**config.mk**
```make
export PLATFORM = sky130hd
export DESIGN_NAME = chain_frame_request_matcher_flat
export DESIGN_NICKNAME = d
export VERILOG_FILES = /design/src/crm_pkg.sv /design/src/crm_if.sv /design/src/crm_ctrl.sv /design/src/crm_dp.sv /design/src/chain_frame_request_matcher.sv /design/src/flat_wrapper.sv
export SDC_FILE = /design/constraint.sdc
export NUM_CORES = 2
export LEC_CHECK = 0
export BUFFER_PORTS_ARGS = -buffer_cell sky130_fd_sc_hd__buf_2
export CAP_MARGIN = 20
export CORE_MARGIN = 4
export CORE_UTILIZATION = 40
export DETAILED_ROUTE_END_ITERATION = 10
export PLACE_DENSITY_LB_ADDON = 0.3
export SLEW_MARGIN = 20
export SYNTH_ARGS = -nofsm -noshare
export SYNTH_HDL_FRONTEND = slang
export SYNTH_SLANG_ARGS = --single-unit
```
**constraint.sdc**
```tcl
create_clock -name clk -period 16.9 [get_ports clk]
set_input_delay 1.69 -clock clk [delete_from_list [all_inputs] [get_ports clk]]
set_output_delay 1.69 -clock clk [all_outputs]
set_load 0.02 [all_outputs]
```
**src/crm_pkg.sv**
```systemverilog
// shared types, codes and constants of the chain frame request matcher
// no dependencies
package crm_pkg;

  localparam int REQUEST_MAX_DEF = 32;
  localparam int SCAN_DEPTH_DEF  = 128;
  localparam int CFG_IDX_W       = 2;
  localparam int CFG_DATA_W      = 16;

  localparam logic [7:0] HDR_A     = 8'hAA;
  localparam logic [7:0] HDR_B     = 8'h55;
  localparam int         MIN_FRAME = 9;

  localparam logic [1:0] OP_LOAD  = 2'd0;
  localparam logic [1:0] OP_START = 2'd1;
  localparam logic [1:0] OP_RX    = 2'd2;
  localparam logic [1:0] OP_TICK  = 2'd3;

  localparam logic [1:0] KIND_TX      = 2'd0;
  localparam logic [1:0] KIND_PAYLOAD = 2'd1;
  localparam logic [1:0] KIND_DONE    = 2'd2;

  localparam logic [1:0] STS_OK      = 2'd0;
  localparam logic [1:0] STS_TIMEOUT = 2'd1;
  localparam logic [1:0] STS_INVAL   = 2'd2;

  localparam logic [1:0] CFG_TARGET_ID  = 2'd0;
  localparam logic [1:0] CFG_TARGET_CMD = 2'd1;
  localparam logic [1:0] CFG_CAPACITY   = 2'd2;
  localparam logic [1:0] CFG_TIMEOUT    = 2'd3;

  typedef enum logic [3:0] {
    ST_IDLE, ST_TX, ST_DONE, ST_CHK, ST_H0, ST_H1, ST_L0, ST_L1,
    ST_ID, ST_CMD, ST_SUM, ST_T0, ST_T1, ST_EMIT
  } st_t;

  typedef struct packed {
    logic       store_wr;
    logic       ovf_set;
    logic       req_clear;
    logic       wait_set;
    logic       wait_clr;
    logic       scan_clear;
    logic       elapsed_inc;
    logic       append;
    logic       tx_init;
    logic       out_tx;
    logic       out_done;
    logic       i_clr;
    logic       i_inc;
    logic       i_add_total;
    logic       p_load_i;
    logic       p_inc;
    logic       lo_load;
    logic       total_load;
    logic       id_load;
    logic       cm_load;
    logic       sum_clr;
    logic       sum_add;
    logic       emit_init;
    logic       emit;
    logic       drop_i;
    logic       drop_frame;
    logic [1:0] done_status;
  } cmd_t;

  typedef struct packed {
    logic req_full;
    logic ovf;
    logic waiting;
    logic expire;
    logic tx_last;
    logic out_free;
    logic short_buf;
    logic rd_aa;
    logic rd_55;
    logic len_bad;
    logic partial;
    logic sum_pos;
    logic sum_ok;
    logic id_match;
    logic emit_end;
  } stat_t;

endpackage

```
**src/crm_if.sv**
```systemverilog
// request, result and configuration channel interfaces of the chain frame request matcher
// depends on crm_pkg for the configuration index and data widths
interface crm_in_if;
  logic       valid;
  logic       ready;
  logic [1:0] operation;
  logic [7:0] data_byte;
  modport source (output valid, operation, data_byte, input ready);
  modport sink   (input valid, operation, data_byte, output ready);
endinterface

interface crm_out_if;
  logic       valid;
  logic       ready;
  logic [1:0] kind;
  logic [7:0] out_byte;
  logic       last;
  logic [1:0] status;
  logic [5:0] reply_length;
  modport source (output valid, kind, out_byte, last, status, reply_length, input ready);
  modport sink   (input valid, kind, out_byte, last, status, reply_length, output ready);
endinterface

interface crm_cfg_if;
  logic                         valid;
  logic                         ready;
  logic [crm_pkg::CFG_IDX_W-1:0]  index;
  logic [crm_pkg::CFG_DATA_W-1:0] data;
  modport source (output valid, index, data, input ready);
  modport sink   (input valid, index, data, output ready);
endinterface

```
**src/crm_ctrl.sv**
```systemverilog
// controller state machine of the chain frame request matcher
// depends on crm_pkg for state, command and status types
module crm_ctrl (
  input  logic           clk,
  input  logic           rst_n,
  input  logic           in_valid,
  input  logic [1:0]     in_op,
  output logic           in_ready,
  input  crm_pkg::stat_t stat,
  output crm_pkg::cmd_t  cmd
);
  import crm_pkg::*;

  st_t        state_r, state_nxt;
  logic [1:0] status_r, status_nxt;
  logic       acc;

  assign acc = in_valid && (state_r == ST_IDLE);

  always_ff @(posedge clk) begin
    if (!rst_n) begin
      state_r  <= ST_IDLE;
      status_r <= STS_OK;
    end else begin
      state_r  <= state_nxt;
      status_r <= status_nxt;
    end
  end

  always_comb begin
    state_nxt  = state_r;
    status_nxt = status_r;
    unique case (state_r)
      ST_IDLE: begin
        if (acc) begin
          unique case (in_op)
            OP_START: begin
              if (stat.ovf) begin
                state_nxt  = ST_DONE;
                status_nxt = STS_INVAL;
              end else begin
                state_nxt = ST_TX;
              end
            end
            OP_RX: if (stat.waiting) state_nxt = ST_CHK;
            OP_TICK: begin
              if (stat.waiting && stat.expire) begin
                state_nxt  = ST_DONE;
                status_nxt = STS_TIMEOUT;
              end
            end
            default: ;
          endcase
        end
      end
      ST_TX:   if (stat.out_free && stat.tx_last) state_nxt = ST_IDLE;
      ST_DONE: if (stat.out_free) state_nxt = ST_IDLE;
      ST_CHK:  state_nxt = stat.short_buf ? ST_IDLE : ST_H0;
      ST_H0:   state_nxt = stat.rd_aa ? ST_H1 : ST_CHK;
      ST_H1:   state_nxt = stat.rd_55 ? ST_L0 : ST_CHK;
      ST_L0:   state_nxt = ST_L1;
      ST_L1: begin
        if (stat.len_bad)      state_nxt = ST_CHK;
        else if (stat.partial) state_nxt = ST_IDLE;
        else                   state_nxt = ST_ID;
      end
      ST_ID:   state_nxt = ST_CMD;
      ST_CMD:  state_nxt = ST_SUM;
      ST_SUM:  if (stat.sum_pos) state_nxt = stat.sum_ok ? ST_T0 : ST_CHK;
      ST_T0:   state_nxt = stat.rd_55 ? ST_T1 : ST_CHK;
      ST_T1:   state_nxt = (stat.rd_aa && stat.id_match) ? ST_EMIT : ST_CHK;
      ST_EMIT: begin
        if (stat.emit_end) begin
          state_nxt  = ST_DONE;
          status_nxt = STS_OK;
        end
      end
      default: state_nxt = ST_IDLE;
    endcase
  end

  always_comb begin
    cmd             = '0;
    cmd.done_status = status_r;
    in_ready        = (state_r == ST_IDLE);
    unique case (state_r)
      ST_IDLE: begin
        if (acc) begin
          unique case (in_op)
            OP_LOAD: begin
              cmd.store_wr = !stat.req_full;
              cmd.ovf_set  = stat.req_full;
            end
            OP_START: begin
              cmd.wait_clr  = 1'b1;
              cmd.req_clear = stat.ovf;
              cmd.tx_init   = !stat.ovf;
            end
            OP_RX: begin
              cmd.append = stat.waiting;
              cmd.i_clr  = stat.waiting;
            end
            OP_TICK: begin
              cmd.elapsed_inc = stat.waiting;
              cmd.wait_clr    = stat.waiting && stat.expire;
            end
            default: ;
          endcase
        end
      end
      ST_TX: begin
        if (stat.out_free) begin
          cmd.out_tx = 1'b1;
          if (stat.tx_last) begin
            cmd.req_clear  = 1'b1;
            cmd.scan_clear = 1'b1;
            cmd.wait_set   = 1'b1;
          end
        end
      end
      ST_DONE: cmd.out_done = stat.out_free;
      ST_CHK: begin
        cmd.drop_i   = stat.short_buf;
        cmd.p_load_i = !stat.short_buf;
      end
      ST_H0: begin
        cmd.p_inc = stat.rd_aa;
        cmd.i_inc = !stat.rd_aa;
      end
      ST_H1: begin
        cmd.p_inc = stat.rd_55;
        cmd.i_inc = !stat.rd_55;
      end
      ST_L0: begin
        cmd.lo_load = 1'b1;
        cmd.p_inc   = 1'b1;
      end
      ST_L1: begin
        if (stat.len_bad) begin
          cmd.i_inc = 1'b1;
        end else if (stat.partial) begin
          cmd.drop_i = 1'b1;
        end else begin
          cmd.total_load = 1'b1;
          cmd.sum_clr    = 1'b1;
          cmd.p_inc      = 1'b1;
        end
      end
      ST_ID: begin
        cmd.id_load = 1'b1;
        cmd.sum_add = 1'b1;
        cmd.p_inc   = 1'b1;
      end
      ST_CMD: begin
        cmd.cm_load = 1'b1;
        cmd.sum_add = 1'b1;
        cmd.p_inc   = 1'b1;
      end
      ST_SUM: begin
        if (stat.sum_pos) begin
          cmd.p_inc = stat.sum_ok;
          cmd.i_inc = !stat.sum_ok;
        end else begin
          cmd.sum_add = 1'b1;
          cmd.p_inc   = 1'b1;
        end
      end
      ST_T0: begin
        cmd.p_inc = stat.rd_55;
        cmd.i_inc = !stat.rd_55;
      end
      ST_T1: begin
        if (!stat.rd_aa)        cmd.i_inc       = 1'b1;
        else if (stat.id_match) cmd.emit_init   = 1'b1;
        else                    cmd.i_add_total = 1'b1;
      end
      ST_EMIT: begin
        if (stat.emit_end) begin
          cmd.drop_frame = 1'b1;
          cmd.wait_clr   = 1'b1;
        end else begin
          cmd.emit = stat.out_free;
        end
      end
      default: ;
    endcase
  end

endmodule

```
**src/crm_dp.sv**
```systemverilog
// datapath of the chain frame request matcher: config, stores, scan pointers, output register
// depends on crm_pkg for command and status types
module crm_dp #(
  parameter int REQUEST_MAX = crm_pkg::REQUEST_MAX_DEF,
  parameter int SCAN_DEPTH  = crm_pkg::SCAN_DEPTH_DEF
) (
  input  logic                           clk,
  input  logic                           rst_n,
  input  crm_pkg::cmd_t                  cmd,
  output crm_pkg::stat_t                 stat,
  input  logic [7:0]                     in_byte,
  input  logic                           cfg_we,
  input  logic [crm_pkg::CFG_IDX_W-1:0]  cfg_index,
  input  logic [crm_pkg::CFG_DATA_W-1:0] cfg_data,
  output logic                           out_valid,
  input  logic                           out_ready,
  output logic [1:0]                     out_kind,
  output logic [7:0]                     out_byte,
  output logic                           out_last,
  output logic [1:0]                     out_status,
  output logic [5:0]                     out_rlen
);
  import crm_pkg::*;

  localparam int CNT_W = $clog2(SCAN_DEPTH + 1);
  localparam int SA_W  = (SCAN_DEPTH > 1) ? $clog2(SCAN_DEPTH) : 1;
  localparam int RA_W  = (REQUEST_MAX > 1) ? $clog2(REQUEST_MAX) : 1;
  localparam int RC_W  = $clog2(REQUEST_MAX + 1);

  function automatic logic [SA_W-1:0] wrap(input logic [CNT_W:0] s);
    logic [CNT_W:0] r;
    r = s;
    if (s >= (CNT_W+1)'(SCAN_DEPTH)) r = s - (CNT_W+1)'(SCAN_DEPTH);
    return r[SA_W-1:0];
  endfunction

  // configuration
  logic [7:0]  tid_r, tcmd_r;
  logic [5:0]  cap_r;
  logic [15:0] tmo_r;

  // request store
  logic [7:0]      req_mem [REQUEST_MAX];
  logic [RC_W-1:0] rq_cnt_r;
  logic            ovf_r;
  logic [7:0]      rq_rd_r;

  // scan buffer, circular
  logic [7:0]       scan_mem [SCAN_DEPTH];
  logic [SA_W-1:0]  head_r;
  logic [CNT_W-1:0] cnt_r;
  logic [7:0]       rd_r;

  logic        waiting_r;
  logic [15:0] elapsed_r, elapsed_inc;

  logic [CNT_W-1:0] i_r, p_r, total_r, p_nxt, remain, drop_amt;
  logic [7:0]  lo_r, id_r, cm_r, sum_r;
  logic [5:0]  t_r, t_nxt, e_r, n_r, c6, n_calc;
  logic [16:0] total_w;
  logic [8:0]  fr_pay;
  logic [SA_W-1:0] rd_addr, wr_addr;
  logic [RA_W-1:0] rq_addr;
  logic [5:0]  rq_off;
  logic        tx_data;
  logic [7:0]  tx_byte;

  assign c6          = 6'(rq_cnt_r);
  assign remain      = cnt_r - i_r;
  assign elapsed_inc = (elapsed_r == 16'hFFFF) ? elapsed_r : elapsed_r + 16'd1;
  assign total_w     = {rd_r, lo_r} + 17'd6;
  assign fr_pay      = 9'(total_r) - 9'(MIN_FRAME);
  assign n_calc      = (fr_pay < 9'(cap_r)) ? fr_pay[5:0] : cap_r;

  always_comb begin
    if (cmd.p_load_i)       p_nxt = i_r;
    else if (cmd.emit_init) p_nxt = i_r + CNT_W'(6);
    else if (cmd.p_inc || cmd.emit) p_nxt = p_r + CNT_W'(1);
    else                    p_nxt = p_r;
  end

  assign rd_addr  = wrap((CNT_W+1)'(head_r) + (CNT_W+1)'(p_nxt));
  assign wr_addr  = wrap((CNT_W+1)'(head_r) + (CNT_W+1)'(cnt_r));
  assign drop_amt = cmd.drop_frame ? i_r + total_r : i_r;

  always_comb begin
    if (cmd.tx_init)     t_nxt = '0;
    else if (cmd.out_tx) t_nxt = t_r + 6'd1;
    else                 t_nxt = t_r;
  end
  assign rq_off  = t_nxt - 6'd6;
  assign rq_addr = rq_off[RA_W-1:0];
  assign tx_data = (t_r >= 6'd6) && (t_r < c6 + 6'd6);

  always_comb begin
    if (t_r == 6'd0)                tx_byte = HDR_A;
    else if (t_r == 6'd1)           tx_byte = HDR_B;
    else if (t_r == 6'd2)           tx_byte = 8'(c6) + 8'd3;
    else if (t_r == 6'd3)           tx_byte = 8'd0;
    else if (t_r == 6'd4)           tx_byte = tid_r;
    else if (t_r == 6'd5)           tx_byte = tcmd_r;
    else if (tx_data)               tx_byte = rq_rd_r;
    else if (t_r == c6 + 6'd6)      tx_byte = sum_r;
    else if (t_r == c6 + 6'd7)      tx_byte = HDR_B;
    else                            tx_byte = HDR_A;
  end

  always_comb begin
    stat.req_full  = (rq_cnt_r == RC_W'(REQUEST_MAX));
    stat.ovf       = ovf_r;
    stat.waiting   = waiting_r;
    stat.expire    = (elapsed_inc >= tmo_r);
    stat.tx_last   = (t_r == c6 + 6'd8);
    stat.out_free  = !out_valid || out_ready;
    stat.short_buf = (remain < CNT_W'(MIN_FRAME));
    stat.rd_aa     = (rd_r == HDR_A);
    stat.rd_55     = (rd_r == HDR_B);
    stat.len_bad   = (total_w < 17'(MIN_FRAME)) || (total_w > 17'(SCAN_DEPTH));
    stat.partial   = (17'(remain) < total_w);
    stat.sum_pos   = ((p_r - i_r) == (total_r - CNT_W'(3)));
    stat.sum_ok    = (rd_r == sum_r);
    stat.id_match  = (id_r == tid_r) && (cm_r == tcmd_r);
    stat.emit_end  = (e_r == n_r);
  end

  // memories
  always_ff @(posedge clk) begin
    if (cmd.store_wr) req_mem[rq_cnt_r[RA_W-1:0]] <= in_byte;
    rq_rd_r <= req_mem[rq_addr];
    if (cmd.append) scan_mem[wr_addr] <= in_byte;
    rd_r <= scan_mem[rd_addr];
  end

  // control state
  always_ff @(posedge clk) begin
    if (!rst_n) begin
      tid_r     <= 8'd0;
      tcmd_r    <= 8'd0;
      cap_r     <= 6'd63;
      tmo_r     <= 16'd20;
      rq_cnt_r  <= '0;
      ovf_r     <= 1'b0;
      head_r    <= '0;
      cnt_r     <= '0;
      waiting_r <= 1'b0;
      elapsed_r <= '0;
      out_valid <= 1'b0;
    end else begin
      if (cfg_we) begin
        unique case (cfg_index)
          CFG_TARGET_ID:  tid_r  <= cfg_data[7:0];
          CFG_TARGET_CMD: tcmd_r <= cfg_data[7:0];
          CFG_CAPACITY:   cap_r  <= cfg_data[5:0];
          CFG_TIMEOUT:    tmo_r  <= cfg_data;
          default: ;
        endcase
      end
      if (cmd.req_clear) begin
        rq_cnt_r <= '0;
        ovf_r    <= 1'b0;
      end else begin
        if (cmd.store_wr) rq_cnt_r <= rq_cnt_r + RC_W'(1);
        if (cmd.ovf_set)  ovf_r    <= 1'b1;
      end
      if (cmd.wait_set)      waiting_r <= 1'b1;
      else if (cmd.wait_clr) waiting_r <= 1'b0;
      if (cmd.scan_clear)       elapsed_r <= '0;
      else if (cmd.elapsed_inc) elapsed_r <= elapsed_inc;
      if (cmd.scan_clear) begin
        cnt_r <= '0;
      end else if (cmd.append) begin
        // full buffer keeps its newest half before the new byte
        if (cnt_r == CNT_W'(SCAN_DEPTH)) begin
          head_r <= wrap((CNT_W+1)'(head_r) + (CNT_W+1)'(SCAN_DEPTH - SCAN_DEPTH / 2));
          cnt_r  <= CNT_W'(SCAN_DEPTH / 2 + 1);
        end else begin
          cnt_r <= cnt_r + CNT_W'(1);
        end
      end else if (cmd.drop_i || cmd.drop_frame) begin
        head_r <= wrap((CNT_W+1)'(head_r) + (CNT_W+1)'(drop_amt));
        cnt_r  <= cnt_r - drop_amt;
      end
      if (cmd.out_tx || cmd.emit || cmd.out_done) out_valid <= 1'b1;
      else if (out_ready)                         out_valid <= 1'b0;
    end
  end

  // scan and transmit payload registers
  always_ff @(posedge clk) begin
    p_r <= p_nxt;
    t_r <= t_nxt;
    if (cmd.i_clr)            i_r <= '0;
    else if (cmd.i_inc)       i_r <= i_r + CNT_W'(1);
    else if (cmd.i_add_total) i_r <= i_r + total_r;
    if (cmd.lo_load)    lo_r    <= rd_r;
    if (cmd.total_load) total_r <= total_w[CNT_W-1:0];
    if (cmd.id_load)    id_r    <= rd_r;
    if (cmd.cm_load)    cm_r    <= rd_r;
    if (cmd.tx_init)                   sum_r <= tid_r + tcmd_r;
    else if (cmd.out_tx && tx_data)    sum_r <= sum_r + rq_rd_r;
    else if (cmd.sum_clr)              sum_r <= 8'd0;
    else if (cmd.sum_add)              sum_r <= sum_r + rd_r;
    if (cmd.emit_init) begin
      e_r <= '0;
      n_r <= n_calc;
    end else if (cmd.emit) begin
      e_r <= e_r + 6'd1;
    end
    if (cmd.out_tx) begin
      out_kind   <= KIND_TX;
      out_byte   <= tx_byte;
      out_last   <= (t_r == c6 + 6'd8);
      out_status <= STS_OK;
      out_rlen   <= '0;
    end else if (cmd.emit) begin
      out_kind   <= KIND_PAYLOAD;
      out_byte   <= rd_r;
      out_last   <= 1'b0;
      out_status <= STS_OK;
      out_rlen   <= '0;
    end else if (cmd.out_done) begin
      out_kind   <= KIND_DONE;
      out_byte   <= 8'd0;
      out_last   <= 1'b1;
      out_status <= cmd.done_status;
      out_rlen   <= (cmd.done_status == STS_OK) ? n_r : 6'd0;
    end
  end

endmodule

```
**src/chain_frame_request_matcher.sv**
```systemverilog
// a load, an ignored request or a tick that does not expire is finished while idle; an
// expiring tick or a start after overflow goes on to the done item; a start sends the header,
// id, command, request data, checksum and trailer, each byte waiting out output stalls
// a received byte starts a rescan: a skipped byte passes the check and first header state (and
// the second after a lone AA), a header's length is read in the length states, a candidate is
// checked through id, command, checksum and trailer, then payload bytes and the done item follow
// throughput: one request at a time, the next is taken once the previous one has finished
// reset: synchronous active-low rst_n clears control state; no clearing pass is needed
// top level of the chain frame request matcher, depends on crm_pkg, crm_if, crm_ctrl, crm_dp
module chain_frame_request_matcher #(
  parameter int REQUEST_MAX = crm_pkg::REQUEST_MAX_DEF,
  parameter int SCAN_DEPTH  = crm_pkg::SCAN_DEPTH_DEF
) (
  input logic         clk,
  input logic         rst_n,
  crm_in_if.sink      in_chan,
  crm_out_if.source   out_chan,
  crm_cfg_if.sink     cfg_chan
);
  import crm_pkg::*;

  cmd_t  cmd;
  stat_t stat;

  // configuration is always taken; the user must write it only while idle, the block does not enforce this
  assign cfg_chan.ready = 1'b1;

  // state machine: decodes each request and sequences transmit, scan and reply
  crm_ctrl u_ctrl (
    .clk      (clk),
    .rst_n    (rst_n),
    .in_valid (in_chan.valid),
    .in_op    (in_chan.operation),
    .in_ready (in_chan.ready),
    .stat     (stat),
    .cmd      (cmd)
  );

  // datapath: request store, circular scan buffer, frame checks and output register
  crm_dp #(
    .REQUEST_MAX (REQUEST_MAX),
    .SCAN_DEPTH  (SCAN_DEPTH)
  ) u_dp (
    .clk        (clk),
    .rst_n      (rst_n),
    .cmd        (cmd),
    .stat       (stat),
    .in_byte    (in_chan.data_byte),
    .cfg_we     (cfg_chan.valid),
    .cfg_index  (cfg_chan.index),
    .cfg_data   (cfg_chan.data),
    .out_valid  (out_chan.valid),
    .out_ready  (out_chan.ready),
    .out_kind   (out_chan.kind),
    .out_byte   (out_chan.out_byte),
    .out_last   (out_chan.last),
    .out_status (out_chan.status),
    .out_rlen   (out_chan.reply_length)
  );

endmodule

```
**src/flat_wrapper.sv**
```systemverilog
// flat-port wrapper written by rule: the top's interface ports become plain ports
module chain_frame_request_matcher_flat import crm_pkg::*;
#(
  parameter int REQUEST_MAX = crm_pkg::REQUEST_MAX_DEF,
  parameter int SCAN_DEPTH  = crm_pkg::SCAN_DEPTH_DEF
)
  (clk, rst_n, in_chan_valid, in_chan_operation, in_chan_data_byte, in_chan_ready, out_chan_valid, out_chan_kind, out_chan_out_byte, out_chan_last, out_chan_status, out_chan_reply_length, out_chan_ready, cfg_chan_valid, cfg_chan_index, cfg_chan_data, cfg_chan_ready);
  crm_in_if in_chan_i ();
  crm_out_if out_chan_i ();
  crm_cfg_if cfg_chan_i ();
  input logic clk;
  input logic rst_n;
  input wire logic [$bits(in_chan_i.valid)-1:0] in_chan_valid;
  input wire logic [$bits(in_chan_i.operation)-1:0] in_chan_operation;
  input wire logic [$bits(in_chan_i.data_byte)-1:0] in_chan_data_byte;
  output wire logic [$bits(in_chan_i.ready)-1:0] in_chan_ready;
  output wire logic [$bits(out_chan_i.valid)-1:0] out_chan_valid;
  output wire logic [$bits(out_chan_i.kind)-1:0] out_chan_kind;
  output wire logic [$bits(out_chan_i.out_byte)-1:0] out_chan_out_byte;
  output wire logic [$bits(out_chan_i.last)-1:0] out_chan_last;
  output wire logic [$bits(out_chan_i.status)-1:0] out_chan_status;
  output wire logic [$bits(out_chan_i.reply_length)-1:0] out_chan_reply_length;
  input wire logic [$bits(out_chan_i.ready)-1:0] out_chan_ready;
  input wire logic [$bits(cfg_chan_i.valid)-1:0] cfg_chan_valid;
  input wire logic [$bits(cfg_chan_i.index)-1:0] cfg_chan_index;
  input wire logic [$bits(cfg_chan_i.data)-1:0] cfg_chan_data;
  output wire logic [$bits(cfg_chan_i.ready)-1:0] cfg_chan_ready;
  assign in_chan_i.valid = in_chan_valid;
  assign in_chan_i.operation = in_chan_operation;
  assign in_chan_i.data_byte = in_chan_data_byte;
  assign in_chan_ready = in_chan_i.ready;
  assign out_chan_valid = out_chan_i.valid;
  assign out_chan_kind = out_chan_i.kind;
  assign out_chan_out_byte = out_chan_i.out_byte;
  assign out_chan_last = out_chan_i.last;
  assign out_chan_status = out_chan_i.status;
  assign out_chan_reply_length = out_chan_i.reply_length;
  assign out_chan_i.ready = out_chan_ready;
  assign cfg_chan_i.valid = cfg_chan_valid;
  assign cfg_chan_i.index = cfg_chan_index;
  assign cfg_chan_i.data = cfg_chan_data;
  assign cfg_chan_ready = cfg_chan_i.ready;
  chain_frame_request_matcher #(.REQUEST_MAX(REQUEST_MAX), .SCAN_DEPTH(SCAN_DEPTH)) u_core (.clk(clk), .rst_n(rst_n), .in_chan(in_chan_i), .out_chan(out_chan_i), .cfg_chan(cfg_chan_i));
endmodule
```
== Word level (Yosys, flattened, before mapping) ==
Memories as Yosys holds them, arrays and structs flattened. A register that Yosys moved wholly into a read port is not among the register bits.
Cells that the tools add are included.
Word-level totals
  bits in registers: 177
  bits in writable memories: 1280
  input port bits: 33
  output and inout port bits: 22
  word-level logic and storage cells: 296
  memories: 2
Memory list
  u_core.u_dp.scan_mem: words 128, width 8, rd ports 1, clocked after Yosys merged registers in 1, wr ports 1, RTL line crm_dp.sv:49  | logic [7:0] scan_mem [SCAN_DEPTH];
  u_core.u_dp.req_mem: words 32, width 8, rd ports 1, clocked after Yosys merged registers in 1, wr ports 1, RTL line crm_dp.sv:43  | logic [7:0] req_mem [REQUEST_MAX];
Cells by class
  add/subtract/negate cells: 31
  order comparisons: 12
  equality and inequality tests: 48
  multiplexer cells: 126
  bitwise operators: 2
  reduce and logical (&&, ||, !) cells: 46
Operators by type and width (count)
  2-to-1 mux 8 bit: 25
  one-hot mux 4 bit (14 select lines): 1
  2-to-1 mux 1 bit: 51
  2-to-1 mux 7 bit: 7
  2-to-1 mux 4 bit: 12
  adder 8 bit: 4
  equality test 8 bit: 4
  subtractor 7 x 1 -> 7 bit (second input constant): 4
  adder 7 x 8 -> 9 bit: 3
  >= comparator 9 x 8 -> 1 bit (second input constant): 3
  adder 8 x 1 -> 8 bit (second input constant): 3
  equality test 4 bit (second input constant): 6
  equality test 6 bit: 4
  2-to-1 mux 6 bit: 4
  subtractor 8 bit: 3
  adder 6 x 1 -> 6 bit (second input constant): 3
  2-to-1 mux 2 bit: 9
  2-to-1 mux 3 bit: 6
  adder 16 x 3 -> 17 bit (second input constant): 1
  > comparator 17 x 8 -> 1 bit (second input constant): 1
  less-than comparator 17 x 4 -> 1 bit (second input constant): 1
  less-than comparator 8 x 17 -> 1 bit: 1
  adder 16 x 1 -> 16 bit (second input constant): 1
  equality test 16 bit (second input constant): 1
  other kinds (51): 107

== Logic depth before layout (Yosys ltp) ==
  depth in word-level cells: 12
  mapped depth: 32
  depth with buffers taken out: 29

== Modules after synthesis ==
A second synthesis with hierarchy kept.
Second synthesis, totals
  cell total of the unflattened synthesis: 4176
  area, all modules: 64581.9 µm²
By module, submodules not included
  crm_dp: instances 1, cells an instance 4042, area each 63664.8 µm²
  crm_ctrl: instances 1, cells an instance 132, area each 905.9 µm²
  chain_frame_request_matcher: instances 1, cells an instance 2, area each 11.3 µm²

== Worst setup path before layout ==
Ideal clock, no wire load.
  kind: register to register
  start point: register u_core.u_dp.i_r[6]
  end point: register u_core.u_dp.rd_r[0] (read register of u_core.u_dp.scan_mem)
  setup time: 136 ps
  arrival: 6506 ps
  setup slack: 10258 ps
  cell stages (with the launch flop): 29
  buffers on the path: 4
  cell sequence: dfxtp_1 > clkbuf_1 > inv_1 > ha_1 > or4b_2 > o2111ai_1 > ha_1 > o21a_1 > o21a_1 > o22ai_1 > nor2b_1 > o2111ai_1 > o211ai_1 > a21o_1 > buf_6 > xnor2_1 > mux2_2 > ha_1 > fa_1 > clkbuf_1 > clkbuf_1 > mux4_2 > mux4_2 > mux2i_1 > mux2_2 > mux2i_1 > a21boi_0 > o21bai_1 > o2111ai_1
On the way
  cells in the longest elaborated chain, start to end: 12
  elaborated cells on any way between the ends: 20
  classes of those cells: add/sub (5); order compare (3); eq/ne (1); mux (9); reduce/logical (2)
RTL lines
  start, declared: RTL line crm_dp.sv:57  | logic [CNT_W-1:0] i_r, p_r, total_r, p_nxt, remain, drop_amt;
  start signal, assigned: RTL line crm_dp.sv:193  | else if (cmd.i_inc) i_r <= i_r + CNT_W'(1);
  start signal, assigned: RTL line crm_dp.sv:194  | else if (cmd.i_add_total) i_r <= i_r + total_r;
  subtractor 8 bit: RTL line crm_dp.sv:69  | assign remain = cnt_r - i_r;
  less-than comparator 8 x 17 -> 1 bit: RTL line crm_dp.sv:119  | stat.partial = (17'(remain) < total_w);
  2-to-1 mux 1 bit: RTL line crm_ctrl.sv:141  | end else if (stat.partial) begin
  2-to-1 mux 1 bit: RTL line crm_ctrl.sv:139  | if (stat.len_bad) begin
  one-hot mux 1 bit (5 select lines): RTL line crm_ctrl.sv:86  | unique case (state_r)
  logical OR 1 bit: RTL line crm_dp.sv:78  | else if (cmd.p_inc || cmd.emit) p_nxt = p_r + CNT_W'(1);
  2-to-1 mux 8 bit: RTL line crm_dp.sv:78
  2-to-1 mux 8 bit: RTL line crm_dp.sv:77  | else if (cmd.emit_init) p_nxt = i_r + CNT_W'(6);
  2-to-1 mux 8 bit (*): RTL line crm_dp.sv:76  | if (cmd.p_load_i) p_nxt = i_r;
  named net u_core.u_dp.p_nxt[0]: RTL line crm_dp.sv:57
  adder 7 x 8 -> 9 bit (*): RTL line crm_dp.sv:82  | assign rd_addr = wrap((CNT_W+1)'(head_r) + (CNT_W+1)'(p_nxt));
  >= comparator 9 x 8 -> 1 bit or subtractor 7 x 1 -> 7 bit (tied branches): RTL line crm_dp.sv:33  | if (s >= (CNT_W+1)'(SCAN_DEPTH)) r = s - (CNT_W+1)'(SCAN_DEPTH);
  2-to-1 mux 7 bit (*): RTL line crm_dp.sv:33
  end, declared: RTL line crm_dp.sv:52  | logic [7:0] rd_r;
The timed path passes the listed nets; every way through them passes the cells marked *.
A chain may end at the register's enable or synchronous reset.

== Worst setup path in the final report ==
  start point: register u_core.u_dp.i_r[1]
  end point: register u_core.u_dp.rd_r[5] (read register of u_core.u_dp.scan_mem)
The elaborated chain is that of the path after synthesis.

==> results.sh <==
export IMPL_outcome="complete, no violations"
export IMPL_rsz0062_at_grt="false"
export IMPL_dr_pass1_iters=7
export IMPL_p_sw_share_pct=32.50
export IMPL_async_flop_share_pct=0
export IMPL_synth_edff_count=1336
export IMPL_final_hold_viol_count=0
export IMPL_cts_tree="done"
export IMPL_final_setup_skew_ns=0.03007
export IMPL_ios=55
export IMPL_fmax_ghz=0.1078
export IMPL_seq_area_frac_synth_pct=66.77
export IMPL_fillers=13790
export IMPL_cts_resized=0
export IMPL_finalWorstSetupSlack_ns=7.625
export IMPL_vias=35663
export IMPL_cts_sinks=1473
export IMPL_p_clk_share_pct=28.3
export IMPL_cp_start_kind="flip-flop"
export IMPL_ys_seq_elements=1473
export IMPL_fin_crit_sh_pct=54.88
export IMPL_setup_viol=0
export IMPL_cap_violations=0
export IMPL_portBuffers=53
export IMPL_cts_htree_levels=4
export IMPL_drive_gt1_share_pct=17.72
export IMPL_initial_utilization_pct=40.39
export IMPL_slew_viol_final=0
export IMPL_critical_path_max_stage_delay_ns=1.19
export IMPL_core_area_um2=158900
export IMPL_placed_cells=6056
export IMPL_post_cts_setup_buffers=0
export IMPL_grt_use_total_pct=18.62
export IMPL_stdcell_count=6334
export IMPL_grt_max_degree=131
export IMPL_cts_made_buffers=150
export IMPL_synth_area_um2=64190
export IMPL_multi_input_area_um2=20200
export IMPL_cp_data_arrival_time_ns=9.90
export IMPL_vias_per_cell=5.630
export IMPL_relSlewSlack_pct=23.83
export IMPL_irDropWorstVdd_v=0.0002049
export IMPL_die_y_um=408.6
export IMPL_drt_iter0_markers=3391
export IMPL_critPathKind="reg2reg"
export IMPL_cts_clk_slew_worst_paths_ns=0.07
export IMPL_crit_path_end_kind="flip-flop"
export IMPL_synth_avg_cell_area_um2=15.80
export IMPL_cts_max_path_buffers=3
export IMPL_insertion_delay_ns=0.79
export IMPL_switchingPower_mw=3.812
export IMPL_path_common_cell="o2111ai_1"
export IMPL_route_antenna_remaining_nets=0
export IMPL_regArea_um2=42860
export IMPL_drc=0
export IMPL_ys_flop_type="edfxtp_1"
export IMPL_tightest_slew_ns=1.138
export IMPL_dp_hpwl_um=96840
export IMPL_synth_nets=4242
export IMPL_root_buffer="clkbuf_16"
export IMPL_worst_path_max_delay_cell="fa_4"
export IMPL_power_mw=11.73
export IMPL_die_area_um2=167000
export IMPL_postCtsHoldBufs=0
export IMPL_power_frac_seq_pct=36.1
export IMPL_syn2layout_area_growth_pct=11.88
export IMPL_p_int_mw=7.918
export IMPL_period_needed_ns=9.275
export IMPL_fin_setup_tns_ns=0
export IMPL_p_comb_share_pct=35.6
export IMPL_syn_inst=4063
export IMPL_pre_cts_slack_ns=7.658
export IMPL_die_x_um=408.6
export IMPL_grt_pass1_vias=35509
export IMPL_yosysWarningCount=0
export IMPL_nets=4315
export IMPL_p_leak_nw=23.98
export IMPL_ys_types=92
export IMPL_grt_pass1_wl_um=235000
export IMPL_antenna_found_initial=4
export IMPL_overflow=0
export IMPL_gp_congestion=0.8487
export IMPL_wirelength_um=156300
export IMPL_crit_required_ns=17.53
export IMPL_crit_fanout=56
export IMPL_routedWlPerCell_um=24.68
export IMPL_hp_class="reg2reg"
export IMPL_rows=146
export IMPL_p_per_area_nw_per_um2=163.3
==> worst paths after layout <==
path,from,endpoint,slack (ns),depth (start not counted)
setup / recovery,u_core.u_dp.i_r[1],u_core.u_dp.rd_r[5],7.62,29
hold / removal,u_core.u_dp.out_rlen[3],u_core.u_dp.out_rlen[3],0.45,2
setup reg to reg,u_core.u_dp.i_r[1],u_core.u_dp.rd_r[5],7.62,29
hold reg to reg,u_core.u_dp.out_rlen[3],u_core.u_dp.out_rlen[3],0.45,2
==> power by group through the flow <==
stage | clock [mW] | combinational, mW | sequential (mW)
after detailed placement | 0 | 4.21 | 4.31
after global routing | 3.55 | 4.52 | 4.24
final | 3.32 | 4.18 | 4.23
after global placement | 0 | 4.17 | 4.31
after CTS | 3.39 | 4.23 | 4.23
after floorplan | 0 | 3.07 | 4.26
==> layout make-up <==
| cell class | count | share of cell area (%) |
|---|---|---|
| inverter | 103 | 0.5401 |
| tap | 2072 | 3.610 |
| multi-input combinational | 2291 | 28.13 |
| clock inverter | 90 | 1.225 |
| timing repair buffer | 117 | 1.155 |
| sequential | 1473 | 59.68 |
| clock buffer | 187 | 5.664 |
| antenna | 1 | 0.003484 |
==> state kept, by name, indices dropped and copies added (netlist names), 16 cells and up, named ones only <==
name                   flops
u_core.u_dp.scan_mem    1024
u_core.u_dp.elapsed_r     16
u_core.u_dp.req_mem      256
u_core.u_dp.tmo_r         16
==> critical path: cells and delay by family, from the launching register on <==
family | cells | cell delay (ns)
AND/OR/NAND/NOR | 3 | 0.39
multiplexers | 6 | 1.99
XOR/XNOR | 1 | 0.24
buffers and inverters | 4 | 1.80
AO/OA/AOI/OAI | 12 | 2.31
flip-flops | 1 | 0.53
adder cells (fa/ha/maj) | 3 | 1.80
==> cell usage after synthesis (4+ instances only) <==
cell | number | area share (%)
clkbuf_1 | 111 | 0.65
nand3_1 | 60 | 0.47
a211oi_1 | 15 | 0.18
buf_6 | 5 | 0.088
or3_1 | 18 | 0.18
nor3b_1 | 5 | 0.058
inv_1 | 99 | 0.58
a21boi_0 | 29 | 0.34
nor4_1 | 11 | 0.11
o21bai_1 | 22 | 0.26
edfxtp_1 | 1336 | 62
a221oi_1 | 14 | 0.19
a31oi_1 | 70 | 0.68
o31ai_1 | 5 | 0.058
nor3_1 | 32 | 0.25
o21ai_0 | 74 | 0.58
a22oi_1 | 13 | 0.15
mux4_2 | 336 | 12
o2111ai_1 | 15 | 0.20
nor2b_1 | 41 | 0.40
and3_1 | 98 | 0.96
o211ai_1 | 15 | 0.18
xnor2_1 | 95 | 1.3
ha_1 | 136 | 2.7
nand3b_1 | 6 | 0.070
and2_1 | 8 | 0.078
dfxtp_1 | 137 | 4.3
a21o_1 | 30 | 0.35
nor2_1 | 291 | 1.7
buf_1 | 12 | 0.070
fa_1 | 10 | 0.31
o22ai_1 | 4 | 0.039
inv_2 | 4 | 0.023
mux2_2 | 31 | 0.54
nand2_1 | 428 | 2.5
mux2i_1 | 86 | 1.3
o21a_1 | 13 | 0.15
buf_2 | 63 | 0.49
a21oi_1 | 101 | 0.79
nand4_1 | 29 | 0.28
xor2_1 | 69 | 0.94
nand2b_1 | 15 | 0.15
buf_4 | 4 | 0.047
==> layout by cell type, fill, tap and decap left out, types with 74 or more instances in the layout <==
| cell | netlist | final |
|---|---|---|
| o21ai_0 | 74 | 74 |
| ha_1 | 136 | 134 |
| edfxtp_1 | 1336 | 1336 |
| inv_1 | 99 | 98 |
| and3_1 | 98 | 98 |
| xnor2_1 | 95 | 93 |
| a21oi_1 | 101 | 101 |
| clkbuf_16 | 0 | 154 |
| nand2_1 | 428 | 428 |
| nor2_1 | 291 | 281 |
| mux4_2 | 336 | 336 |
| dfxtp_1 | 137 | 137 |
| mux2i_1 | 86 | 86 |
==> layer usage <==
| metal | GRT usage (%) | part of all wire, % | vias up |
|---|---|---|---|
| met3 | 3.960 | 7.2 | 213 |
| met2 | 29.10 | 47 | 1205 |
| met1 | 26.48 | 44 | 18352 |
| met4 | 5.221 | 2.2 | 2 |
| li1 | - | - | 15891 |
| met5 | 0 | 0.011 | - |
==> through the flow <==
step           hold slack, ns  utilization, %  area [um^2]
2_1_floorplan          0.4375               -        64190
3_3_place_gp           0.4402           42.04        66810
3_5_place_dp           0.4442           42.07        66870
4_1_cts                0.4521           45.19        71810
5_1_grt                0.4670           45.19        71820
6_report               0.4524           45.19        71820
==> cells by family after synthesis <==
logic type / share of synthesized area [%]
and+or+nand+nor: 7.514
adders and majority gates: 2.963
other: 0.005842
xor gates and xnor gates: 2.288
AOI/OAI and AO/OA: 4.810
DFF: 66.77
buffers and inverters: 1.955
muxes: 13.70
Note: power is estimated with default switching activity, not from simulation.
